## src/sv/mpq_pkg.sv

```systemverilog
// Shared types and constants for the max priority queue block.
// Depends on nothing; the core, the checker and the testbench import it.
`default_nettype none

package mpq_pkg;

  // Fixed field widths of the command and result items.
  localparam int unsigned KEY_W = 32;
  localparam int unsigned PAY_W = 16;
  localparam int unsigned OCC_W = 7;

  // Defaults for the top-level parameters.
  localparam int unsigned DEF_CAPACITY     = 64;
  localparam int unsigned DEF_PAYLOAD_BITS = 16;

  // Command codes.
  localparam logic CMD_INSERT  = 1'b0;
  localparam logic CMD_EXTRACT = 1'b1;

  typedef enum logic [1:0] {
    ST_INSERTED  = 2'd0,
    ST_EXTRACTED = 2'd1,
    ST_EMPTY     = 2'd2,
    ST_FULL      = 2'd3
  } status_e;

  typedef enum logic [1:0] {
    S_IDLE     = 2'd0,
    S_INS_RD   = 2'd1,
    S_INS_CMP  = 2'd2,
    S_EXT_DATA = 2'd3
  } state_e;

  typedef struct packed {
    logic                     command;
    logic signed [KEY_W-1:0]  key;
    logic        [PAY_W-1:0]  payload;
  } in_item_t;

  typedef struct packed {
    status_e                  status;
    logic signed [KEY_W-1:0]  out_key;
    logic        [PAY_W-1:0]  out_payload;
    logic        [OCC_W-1:0]  occupancy;
  } out_item_t;

endpackage

`default_nettype wire

```

## src/sv/mpq_ram.sv

```systemverilog
// Generic single-write, single-read synchronous RAM with registered read data.
// Depends on nothing; used for the entry store of the priority queue.
`default_nettype none

module mpq_ram #(
  parameter int unsigned WIDTH = 8,
  parameter int unsigned DEPTH = 16
) (
  input  logic                     clk_i,
  input  logic                     we_i,
  input  logic [$clog2(DEPTH)-1:0] waddr_i,
  input  logic [WIDTH-1:0]         wdata_i,
  input  logic [$clog2(DEPTH)-1:0] raddr_i,
  output logic [WIDTH-1:0]         rdata_o
);

  logic [WIDTH-1:0] mem_q [DEPTH];

  always_ff @(posedge clk_i) begin
    if (we_i) begin
      mem_q[waddr_i] <= wdata_i;
    end
    rdata_o <= mem_q[raddr_i];
  end

endmodule

`default_nettype wire

```

## src/sv/max_priority_queue_core.sv

```systemverilog
// Max priority queue core: a sorted entry store in one synchronous RAM.
// Depends on mpq_pkg and mpq_ram.
//
// Usage:
//   A command item is taken on a rising edge where start_i is high and busy_o
//   is low. An insert stores (key, payload); an extract removes the entry with
//   the largest signed key, the most recently inserted one among equal keys.
//   Every command produces exactly one result item on result_o, marked by a
//   one-cycle done_o strobe. The receiver cannot stall, so the result must be
//   taken in that cycle; a new command may be issued while done_o is high.
//
//   The entries are kept in RAM sorted ascending, the maximum at the address
//   just below the entry count. An extract reads that address; the RAM
//   registers the read data and S_EXT_DATA loads it into the result. An insert
//   walks down from the top, moving each larger entry up by one address: every
//   entry moved passes S_INS_RD (RAM read, registered data), then S_INS_CMP
//   (compare and write). The new entry is written in S_INS_CMP above the first
//   entry that is not larger, or in S_INS_RD at the lowest address. An extract
//   from an empty queue or an insert into a full queue is answered on the cycle
//   after the command without touching the RAM.
//
//   Reset clears the entry count and the control state; the RAM is not
//   cleared, as only data from addresses below the count is ever used.
`default_nettype none

module max_priority_queue_core #(
  parameter int unsigned CAPACITY     = mpq_pkg::DEF_CAPACITY,
  parameter int unsigned PAYLOAD_BITS = mpq_pkg::DEF_PAYLOAD_BITS
) (
  input  logic               clk_i,
  input  logic               rst_ni,
  input  logic               start_i,
  input  mpq_pkg::in_item_t  item_i,
  output logic               busy_o,
  output logic               done_o,
  output mpq_pkg::out_item_t result_o
);

  import mpq_pkg::*;

  localparam int unsigned AW = $clog2(CAPACITY);
  localparam int unsigned CW = $clog2(CAPACITY + 1);
  localparam int unsigned EW = KEY_W + PAYLOAD_BITS;

  // Control state.
  state_e         state_q, state_d;
  logic [CW-1:0]  count_q, count_d;
  logic           done_q, done_d;

  // Working registers of the insert walk and the result register.
  logic [AW-1:0]            pos_q, pos_d;
  logic signed [KEY_W-1:0]  key_q, key_d;
  logic [PAYLOAD_BITS-1:0]  pay_q, pay_d;
  out_item_t                res_q, res_d;

  // RAM port signals.
  logic           ram_we;
  logic [AW-1:0]  ram_waddr;
  logic [EW-1:0]  ram_wdata;
  logic [AW-1:0]  ram_raddr;
  logic [EW-1:0]  ram_rdata;

  // Derived values.
  logic                     accept;
  logic                     is_empty;
  logic                     is_full;
  logic [CW-1:0]            cnt_m1;
  logic [AW-1:0]            pos_m1;
  logic signed [KEY_W-1:0]  rd_key;
  logic [63:0]              rd_pay_ext;
  logic [63:0]              in_pay_ext;
  logic                     rd_larger;

  assign accept     = start_i && (state_q == S_IDLE);
  assign is_empty   = (count_q == '0);
  assign is_full    = (count_q == CW'(CAPACITY));
  assign cnt_m1     = count_q - CW'(1);
  assign pos_m1     = pos_q - AW'(1);
  assign rd_key     = $signed(ram_rdata[EW-1:PAYLOAD_BITS]);
  assign rd_pay_ext = 64'(ram_rdata[PAYLOAD_BITS-1:0]);
  assign in_pay_ext = 64'(item_i.payload);
  // The stored entry moves up only when strictly larger, so a new entry lands
  // above every equal key and leaves before them.
  assign rd_larger  = (rd_key > key_q);

  mpq_ram #(
    .WIDTH (EW),
    .DEPTH (CAPACITY)
  ) u_entries (
    .clk_i   (clk_i),
    .we_i    (ram_we),
    .waddr_i (ram_waddr),
    .wdata_i (ram_wdata),
    .raddr_i (ram_raddr),
    .rdata_o (ram_rdata)
  );

  // Next-state logic of the sequencer.
  always_comb begin
    state_d = state_q;
    unique case (state_q)
      S_IDLE: begin
        if (accept) begin
          if (item_i.command == CMD_INSERT) begin
            state_d = is_full ? S_IDLE : S_INS_RD;
          end else begin
            state_d = is_empty ? S_IDLE : S_EXT_DATA;
          end
        end
      end
      S_INS_RD: begin
        state_d = (pos_q == '0) ? S_IDLE : S_INS_CMP;
      end
      S_INS_CMP: begin
        state_d = rd_larger ? S_INS_RD : S_IDLE;
      end
      S_EXT_DATA: begin
        state_d = S_IDLE;
      end
      default: begin
        state_d = S_IDLE;
      end
    endcase
  end

  // Datapath, RAM access and result logic.
  always_comb begin
    count_d   = count_q;
    pos_d     = pos_q;
    key_d     = key_q;
    pay_d     = pay_q;
    done_d    = 1'b0;
    res_d     = res_q;
    ram_we    = 1'b0;
    ram_waddr = pos_q;
    ram_wdata = {key_q, pay_q};
    ram_raddr = pos_m1;

    unique case (state_q)
      S_IDLE: begin
        if (accept) begin
          key_d = item_i.key;
          pay_d = in_pay_ext[PAYLOAD_BITS-1:0];
          pos_d = count_q[AW-1:0];
          res_d.out_key     = '0;
          res_d.out_payload = '0;
          if (item_i.command == CMD_INSERT) begin
            if (is_full) begin
              done_d       = 1'b1;
              res_d.status = ST_FULL;
            end
          end else if (is_empty) begin
            done_d       = 1'b1;
            res_d.status = ST_EMPTY;
          end else begin
            ram_raddr = cnt_m1[AW-1:0];
            count_d   = cnt_m1;
          end
        end
      end
      S_INS_RD: begin
        // At the bottom of the store the new entry goes in directly.
        if (pos_q == '0) begin
          ram_we       = 1'b1;
          count_d      = count_q + CW'(1);
          done_d       = 1'b1;
          res_d.status = ST_INSERTED;
        end
      end
      S_INS_CMP: begin
        ram_we = 1'b1;
        if (rd_larger) begin
          ram_wdata = ram_rdata;
          pos_d     = pos_m1;
        end else begin
          count_d      = count_q + CW'(1);
          done_d       = 1'b1;
          res_d.status = ST_INSERTED;
        end
      end
      S_EXT_DATA: begin
        done_d            = 1'b1;
        res_d.status      = ST_EXTRACTED;
        res_d.out_key     = rd_key;
        res_d.out_payload = rd_pay_ext[PAY_W-1:0];
      end
      default: begin
        done_d = 1'b0;
      end
    endcase

    if (done_d) begin
      res_d.occupancy = OCC_W'(count_d);
    end
  end

  always_ff @(posedge clk_i or negedge rst_ni) begin
    if (!rst_ni) begin
      state_q <= S_IDLE;
      count_q <= '0;
      done_q  <= 1'b0;
    end else begin
      state_q <= state_d;
      count_q <= count_d;
      done_q  <= done_d;
    end
  end

  always_ff @(posedge clk_i) begin
    pos_q <= pos_d;
    key_q <= key_d;
    pay_q <= pay_d;
    res_q <= res_d;
  end

  assign busy_o   = (state_q != S_IDLE);
  assign done_o   = done_q;
  assign result_o = res_q;

endmodule

`default_nettype wire

```

## config.mk

```make
export PLATFORM = sky130hd
export DESIGN_NAME = max_priority_queue_core
export DESIGN_NICKNAME = d
export VERILOG_FILES = /design/src/sv/mpq_pkg.sv /design/src/sv/mpq_ram.sv /design/src/sv/max_priority_queue_core.sv
export SDC_FILE = /design/constraint.sdc
export NUM_CORES = 2
export LEC_CHECK = 0
export ABC_AREA = 0
export BUFFER_PORTS_ARGS = -buffer_cell sky130_fd_sc_hd__buf_2
export CAP_MARGIN = 20
export CORE_MARGIN = 8
export CORE_UTILIZATION = 50
export CTS_BUF_LIST = sky130_fd_sc_hd__clkbuf_4 sky130_fd_sc_hd__clkbuf_8 sky130_fd_sc_hd__clkbuf_16
export DETAILED_ROUTE_END_ITERATION = 12
export PLACE_DENSITY = 0.73
export SLEW_MARGIN = 20
export SYNTH_ARGS = -nofsm -noshare
export SYNTH_HDL_FRONTEND = slang
export SYNTH_SLANG_ARGS = --single-unit
export TNS_END_PERCENT = 5
```

## constraint.sdc

```tcl
create_clock -name clk_i -period 10.8 [get_ports clk_i]
set_input_delay 3.24 -clock clk_i [delete_from_list [all_inputs] [get_ports clk_i]]
set_output_delay 3.24 -clock clk_i [all_outputs]
set_load 0.02 [all_outputs]
```

=== After elaboration in Yosys (flattened, before gate mapping) ===
Memories as Yosys holds them, arrays and structs flattened. A register that Yosys moved wholly into a read port is not among the register bits.
Index checks and enable logic that the tools add are counted.

* Flip-flop bits (word level): 121
* Bits in writable memories: 3,072
* Input bits: 52
* Output and inout port bits: 59
* Memories kept: 1

{| class="wikitable"
|+ Memories
! name !! words !! bits a word !! read ports !! clocked after memory_dff !! wr ports !! line !! RTL
|-
| u_entries.mem_q || 64 || 48 || 1 || 1 || 1 || mpq_ram.sv:17 || <nowiki>logic [WIDTH-1:0] mem_q [DEPTH];</nowiki>
|}

* Add/subtract/negate cells: 3
* Magnitude comparators: 1
* Eq/ne operators: 10
* Multiplexer cells: 40
* Reduce and logical (&&, ||, !) cells: 11

{| class="wikitable"
|+ Operators with widths
! operator !! number
|-
| two-way mux 48 bit || 2
|-
| one-hot mux 48 bit (2 select lines) || 1
|-
| two-way mux 50 bit || 1
|-
| two-way mux 6 bit || 6
|-
| two-way mux 7 bit || 5
|-
| greater-than comparator 32 bit || 1
|-
| one-hot mux 7 bit (3 select lines) || 1
|-
| two-way mux 2 bit || 9
|-
| one-hot mux 2 bit (4 select lines) || 2
|-
| one-hot mux 6 bit (2 select lines) || 1
|-
| two-way mux 1 bit || 10
|-
| inequality test 2 bit (second input constant) || 4
|-
| adder 7 x 1 -> 7 bit (second input constant) || 1
|-
| equality test 7 bit (second input constant) || 1
|-
| logical NOT 7 bit || 1
|-
| subtractor 7 x 1 -> 7 bit (second input constant) || 1
|-
| logical NOT 6 bit || 1
|-
| inequality test 3 bit (second input constant) || 2
|-
| nonzero test 2 bit || 3
|-
| subtractor 6 x 1 -> 6 bit (second input constant) || 1
|-
| AND reduction 5 bit || 1
|-
| equality test 2 bit (second input constant) || 2
|-
| one-hot mux 1 bit (4 select lines) || 1
|-
| AND reduction 2 bit || 2
|-
| 5 further kinds || 5
|}

=== Logic depth before layout (Yosys ltp) ===
* Depth after elaboration: 5
* Gate-level depth with buffers: 13
* Mapped depth without buffers: 10

=== By module ===
From an unflattened synthesis, not the netlist that was laid out.

* Cells, all modules: 5,465
* Area total of the unflattened synthesis: 123,549.7 um^2

{| class="wikitable"
|+ By module, submodules not included
! module !! times used !! cells each !! area each (um^2) !! seq. area each (um^2)
|-
| mpq_ram || 1 || 4,970 || 117,117.3 || 93,209.4
|-
| max_priority_queue_core || 1 || 495 || 6,432.4 || 3,583.4
|}

=== Least setup slack after synthesis ===
Ideal clock, no wire load.

* Path type: input port to flip-flop
* Start: in start_i
* End: reg u_entries.rdata_o[11] (read register of u_entries.mem_q)
* Library setup time: 132 ps
* Arrival: 5,802 ps
* Required time: 10,668 ps
* Slack: 4,865 ps
* Stages: 9
* Buffers on the path: 2
* Cell sequence: nand2_1 -> inv_1 -> nand3_1 -> a21oi_1 -> clkbuf_1 -> clkbuf_1 -> a21oi_1 -> a211oi_1 -> a21oi_1

* Cells in the longest elaborated chain, start to end: 3

{| class="wikitable"
|+ RTL lines
! what !! line !! RTL
|-
| start: declaration || max_priority_queue_core.sv:32 || <nowiki>input logic start_i,</nowiki>
|-
| logical AND 1 bit || max_priority_queue_core.sv:74 || <nowiki>assign accept = start_i && (state_q == S_IDLE);</nowiki>
|-
| two-way mux 6 bit || max_priority_queue_core.sv:141 || <nowiki>if (accept) begin</nowiki>
|-
| two-way mux 6 bit || max_priority_queue_core.sv:139 || <nowiki>unique case (state_q)</nowiki>
|-
| end: declaration || mpq_ram.sv:14 || <nowiki>output logic [WIDTH-1:0] rdata_o</nowiki>
|}

Every way passes these cells.
A chain may end at the register's enable or synchronous reset.

=== Worst setup path in the final report ===
* Start: in item_i[48] (netlist name)
* End: reg u_entries.rdata_o[31] (read register of u_entries.mem_q)

* Cells in the longest elaborated chain, start to end: 3

{| class="wikitable"
|+ RTL lines
! what !! line !! RTL
|-
| start: declaration || max_priority_queue_core.sv:33 || <nowiki>input mpq_pkg::in_item_t item_i,</nowiki>
|-
| two-way mux 6 bit || max_priority_queue_core.sv:147 || <nowiki>if (item_i.command == CMD_INSERT) begin</nowiki>
|-
| two-way mux 6 bit || max_priority_queue_core.sv:141 ||
|-
| two-way mux 6 bit || max_priority_queue_core.sv:139 ||
|}

Every way passes these cells.

==> run summary <==
Derived from the worst setup path, the maximum achievable clock frequency is 146.4 MHz. Remaining max-slew budget at the tightest pin: 17.84%. In this run the worst path has a maximum fanout of 63.

STA classifies the critical path startpoint as an input pin. Compared with the post-synthesis result, the final layout area differs by 13.54%. The first TritonRoute pass finished after 6 iterations. Global routing used 25.16% of the available tracks.

The tools report the via count of the first global-routing pass as 62610. STA puts the critical path data required time at 11.62 ns. The total instance count after detailed placement came out at 8724. Die width: 511.8 um. The instance count along the most critical hold path is 1.

Routability-driven placement finished with a final weighted congestion of 0.8208. The full die area was 261900 um2. Registers are responsible for 36.8% of the overall power. The worst setup timing slack at the placement stage is 3.072 ns, and the area fraction of the dominant cell type after synthesis is 77.77%.

After legalization and detailed placement, the total HPWL measured 169700 um. The flow ran to the end, and the final reports show no timing, DRC or antenna violations. DRC violation count after routing: 0. The logs give 0 for the number of maximum-capacitance violations and 0 for the max-slew violation count.

Areal power density over the cells: 319.0 nW/um2. The internal portion of the total power is 29.24 mW. The number of nets handed over by synthesis was 5614. For the pin with the worst max-slew slack, the measured transition is 1.230 ns.

For the final routed database, the setup TNS stands at 0 ns. The count of nets left with antenna violations once routing finished came out at 0. Once the floorplan was initialized, standard cells occupied 50.11% of the core. In this run the count of I/O pins placed on the die edge is 111. For this run, the post-layout net count is 5933. Synthesis handed over a netlist of 5523 instances. The clock period could shrink to 6.831 ns.

The first global-routing pass estimated 470800 um of wire. For this run, the number of standard cells in the final layout without fillers is 9329. The final number of hold-violating endpoints is 0, and the number of sinks driven by the clock tree is 3241. On the final layout, the worst hold slack is 0.5833 ns.

The number of unique standard cell types used by synthesis is 55. The leading register cell type out of synthesis was sky130_fd_sc_hd__edfxtp_1. Across all setup checks in the final design, the least slack found is 3.969 ns. The mapped cell area came out at 122900 um2.

The run gives 0 as the number of post-CTS setup repair buffers. TritonCTS built the clock tree. The run gives 147 as the maximum number of pins on one net before global-route repair. Setup violations remaining at the end of the flow were counted as 0.

In this run, post-CTS repair resized a total of 0 instances. The setup path with the least slack is of type input pin to flip-flop. Dividing the detail-routed wire length by the instance count gives 36.33 um. Async set-reset flop share out of synthesis: 0.3085%. In this run the deepest clock path goes through 4 buffers. Hold repair after CTS inserted 0 buffers. The routed layout has 63310 vias. Between clock sinks in the finished design, the worst skew comes to 0.08864 ns. For this block, the initial DRC count from the detailed router was 10580.

The share of total power dissipated in the clock network is 25.2%. The clock transition at the registers of the reported paths was 0.06 ns; the number of I/O port buffers was 110. Clock latency on the worst-skew pair, taken at its later pin, is 0.99 ns. After filler insertion, the fill cell instance count of the layout stands at 16970. The data arrival time of the critical path was 7.65 ns. During synthesis, Yosys emitted a total of 0 warnings. The count of standard-cell rows was 182. The logs give 78.76% for the portion of the post-synthesis area used by sequential elements and 14 for the number of antenna violations at the first check in global routing. Yosys instantiated no cell more often than sky130_fd_sc_hd__edfxtp_1. After synthesis, the mean cell area works out to 22.25 um2. The worst register-to-register path has a depth of 12.

Static leakage: 43.77 nW. For the peak ir drop on the vdd network, the log shows 0.0004165 V. Average vias per placed instance: 6.786. The path class of the tightest hold or removal check is flip-flop to flip-flop. The CTS H-tree depth was 5. Synthesis inferred 3241 register bits. The number of clock buffers added by TritonCTS is 332. The tools report the type of destination of the critical path as a flip-flop. The clock root buffer was sky130_fd_sc_hd__clkbuf_16. Dividing the final minimum period by the clock period gives 63.25%. In this run, the combinational gates consume 38.0% of the power. The run gives 0 as the total global routing overflow. Ranked by total cell area, the synthesized netlist is headed by sky130_fd_sc_hd__edfxtp_1 78%, sky130_fd_sc_hd__mux4_2 14%, sky130_fd_sc_hd__a22oi_1 2.4%, sky130_fd_sc_hd__a21oi_1 0.89%, sky130_fd_sc_hd__dfxtp_1 0.78%. The final layout contains routed wiring with a total length of 338900 um.

Of the cells placed in the final design, the portion with a size suffix greater than 1 is 28.51%. Count of flip-flops with a built-in enable after synthesis: 3183. Setup repair after global routing left no endpoint under its margin. After synthesis, the most frequently instantiated cells are 3183 x sky130_fd_sc_hd__edfxtp_1, 768 x sky130_fd_sc_hd__mux4_2, 387 x sky130_fd_sc_hd__a22oi_1. Height of the die: 511.8 um. Summed over all nets, the switching power comes to 15.28 mW. The proportion of total power due to net switching came out at 34.32%. The core area was 245300 um2. The cell type with the largest total area after synthesis is sky130_fd_sc_hd__edfxtp_1.
worst paths after layout:
| path | slack, ns | startpoint | end |
|---|---|---|---|
| setup / recovery | 3.97 | item_i[48] | u_entries.rdata_o[31]$_DFF_P_ |
| hold / removal | 0.58 | u_entries.rdata_o[15]$_DFF_P_ | result_o[22]$_SDFFCE_PN0P_ |
| setup reg to reg | 5.23 | state_q[1]$_DFFE_PN0P_ | u_entries.rdata_o[31]$_DFF_P_ |
| hold reg to reg | 0.58 | u_entries.rdata_o[15]$_DFF_P_ | result_o[22]$_SDFFCE_PN0P_ |
| max in group asynchronous | 8.36 | rst_ni | count_q[5]$_DFF_PN0_ |
| min in group asynchronous | 2.16 | rst_ni | state_q[1]$_DFFE_PN0P_ |
logic make-up (layout without fill, tap and decap cells):
family,Yosys count,in the layout,synth area share (%)
mux,792,792,14.29
buf+inv,361,934,1.253
xor+xnor,11,11,0.07840
simple gates,346,346,1.273
compound gates,733,733,3.954
other cells,0,13,0
flops,3241,3241,78.76
fa+ha+maj,39,39,0.3970
worst max-delay path: stages:
cell and delay (ns):
sky130_fd_sc_hd__buf_2 0.18, sky130_fd_sc_hd__nand3_2 0.22, sky130_fd_sc_hd__a21oi_4 0.43, sky130_fd_sc_hd__mux2i_4 0.41
sky130_fd_sc_hd__buf_12 0.48, sky130_fd_sc_hd__buf_4 0.80, sky130_fd_sc_hd__mux4_2 0.62, sky130_fd_sc_hd__a22oi_1 0.31
sky130_fd_sc_hd__nand2_1 0.10, sky130_fd_sc_hd__a211oi_1 0.64, sky130_fd_sc_hd__a21oi_1 0.08
state kept, by name (all words and copies together) (netlist names), 2 cells and up:
name               cells
pay_q                 16
pos_q                  6
result_o              57
u_entries.rdata_o     48
count_q                7
u_entries.mem_q     3072
state_q                2
key_q                 32
power by group through the flow:
| stage | sequential [mW] | clock (mW) | combinational, mW |
|---|---|---|---|
| floorplan | 16.6 | 0 | 11.7 |
| global placement | 16.6 | 0 | 16.4 |
| detailed placement | 16.6 | 0 | 16.7 |
| CTS | 16.4 | 11.3 | 16.8 |
| global route | 16.4 | 11.8 | 17.9 |
| finish | 16.4 | 11.2 | 16.9 |
area by class of cell:
type / count / area, um2 / share of cell area, %
Tap cell: 3220 / 4029 / 2.887
Inverter: 46 / 173.9 / 0.1246
Clock inverter: 157 / 1365 / 0.9782
Antenna cell: 13 / 32.53 / 0.02331
Clock buffer: 431 / 9261 / 6.637
Multi-Input combinational cell: 1921 / 25540 / 18.30
Timing Repair Buffer: 300 / 2355 / 1.687
Sequential cell: 3241 / 96790 / 69.36
per-layer routing:
metal	track usage (%)	up-vias	part of all wire, %
li1	-	24080	-
met1	33.21	33130	35
met2	39.88	5172	47
met3	5.890	920	12
met4	12.16	6	5.7
met5	0	-	0.012
metrics by stage:
stage | util [%] | total power [mW] | area (um2)
after floorplan | - | 28.33 | 122900
after global placement | 52.46 | 32.98 | 128700
after detailed placement | 52.49 | 33.31 | 128700
after CTS | 56.83 | 44.47 | 139400
after global routing | 56.89 | 46.03 | 139500
final | 56.90 | 44.52 | 139500
cell usage in the layout, fill, tap and decap left out, drive strengths merged, types with 8 or more instances in the layout:
| master | count |
|---|---|
| bufinv | 22 |
| a21oi | 220 |
| nand2 | 157 |
| clkbuf | 431 |
| mux2 | 18 |
| o21ai | 46 |
| dfxtp | 48 |
| inv | 49 |
| clkinv | 115 |
| ha | 39 |
| xnor2 | 8 |
| and2 | 51 |
| nand4 | 8 |
| buf | 300 |
| a211oi | 50 |
| diode | 13 |
| clkinvlp | 17 |
| a22oi | 387 |
| edfxtp | 3183 |
| nand3 | 11 |
| mux4 | 768 |
| nor2 | 88 |
| dfrtp | 10 |
Power figures use the tool's default switching activity.
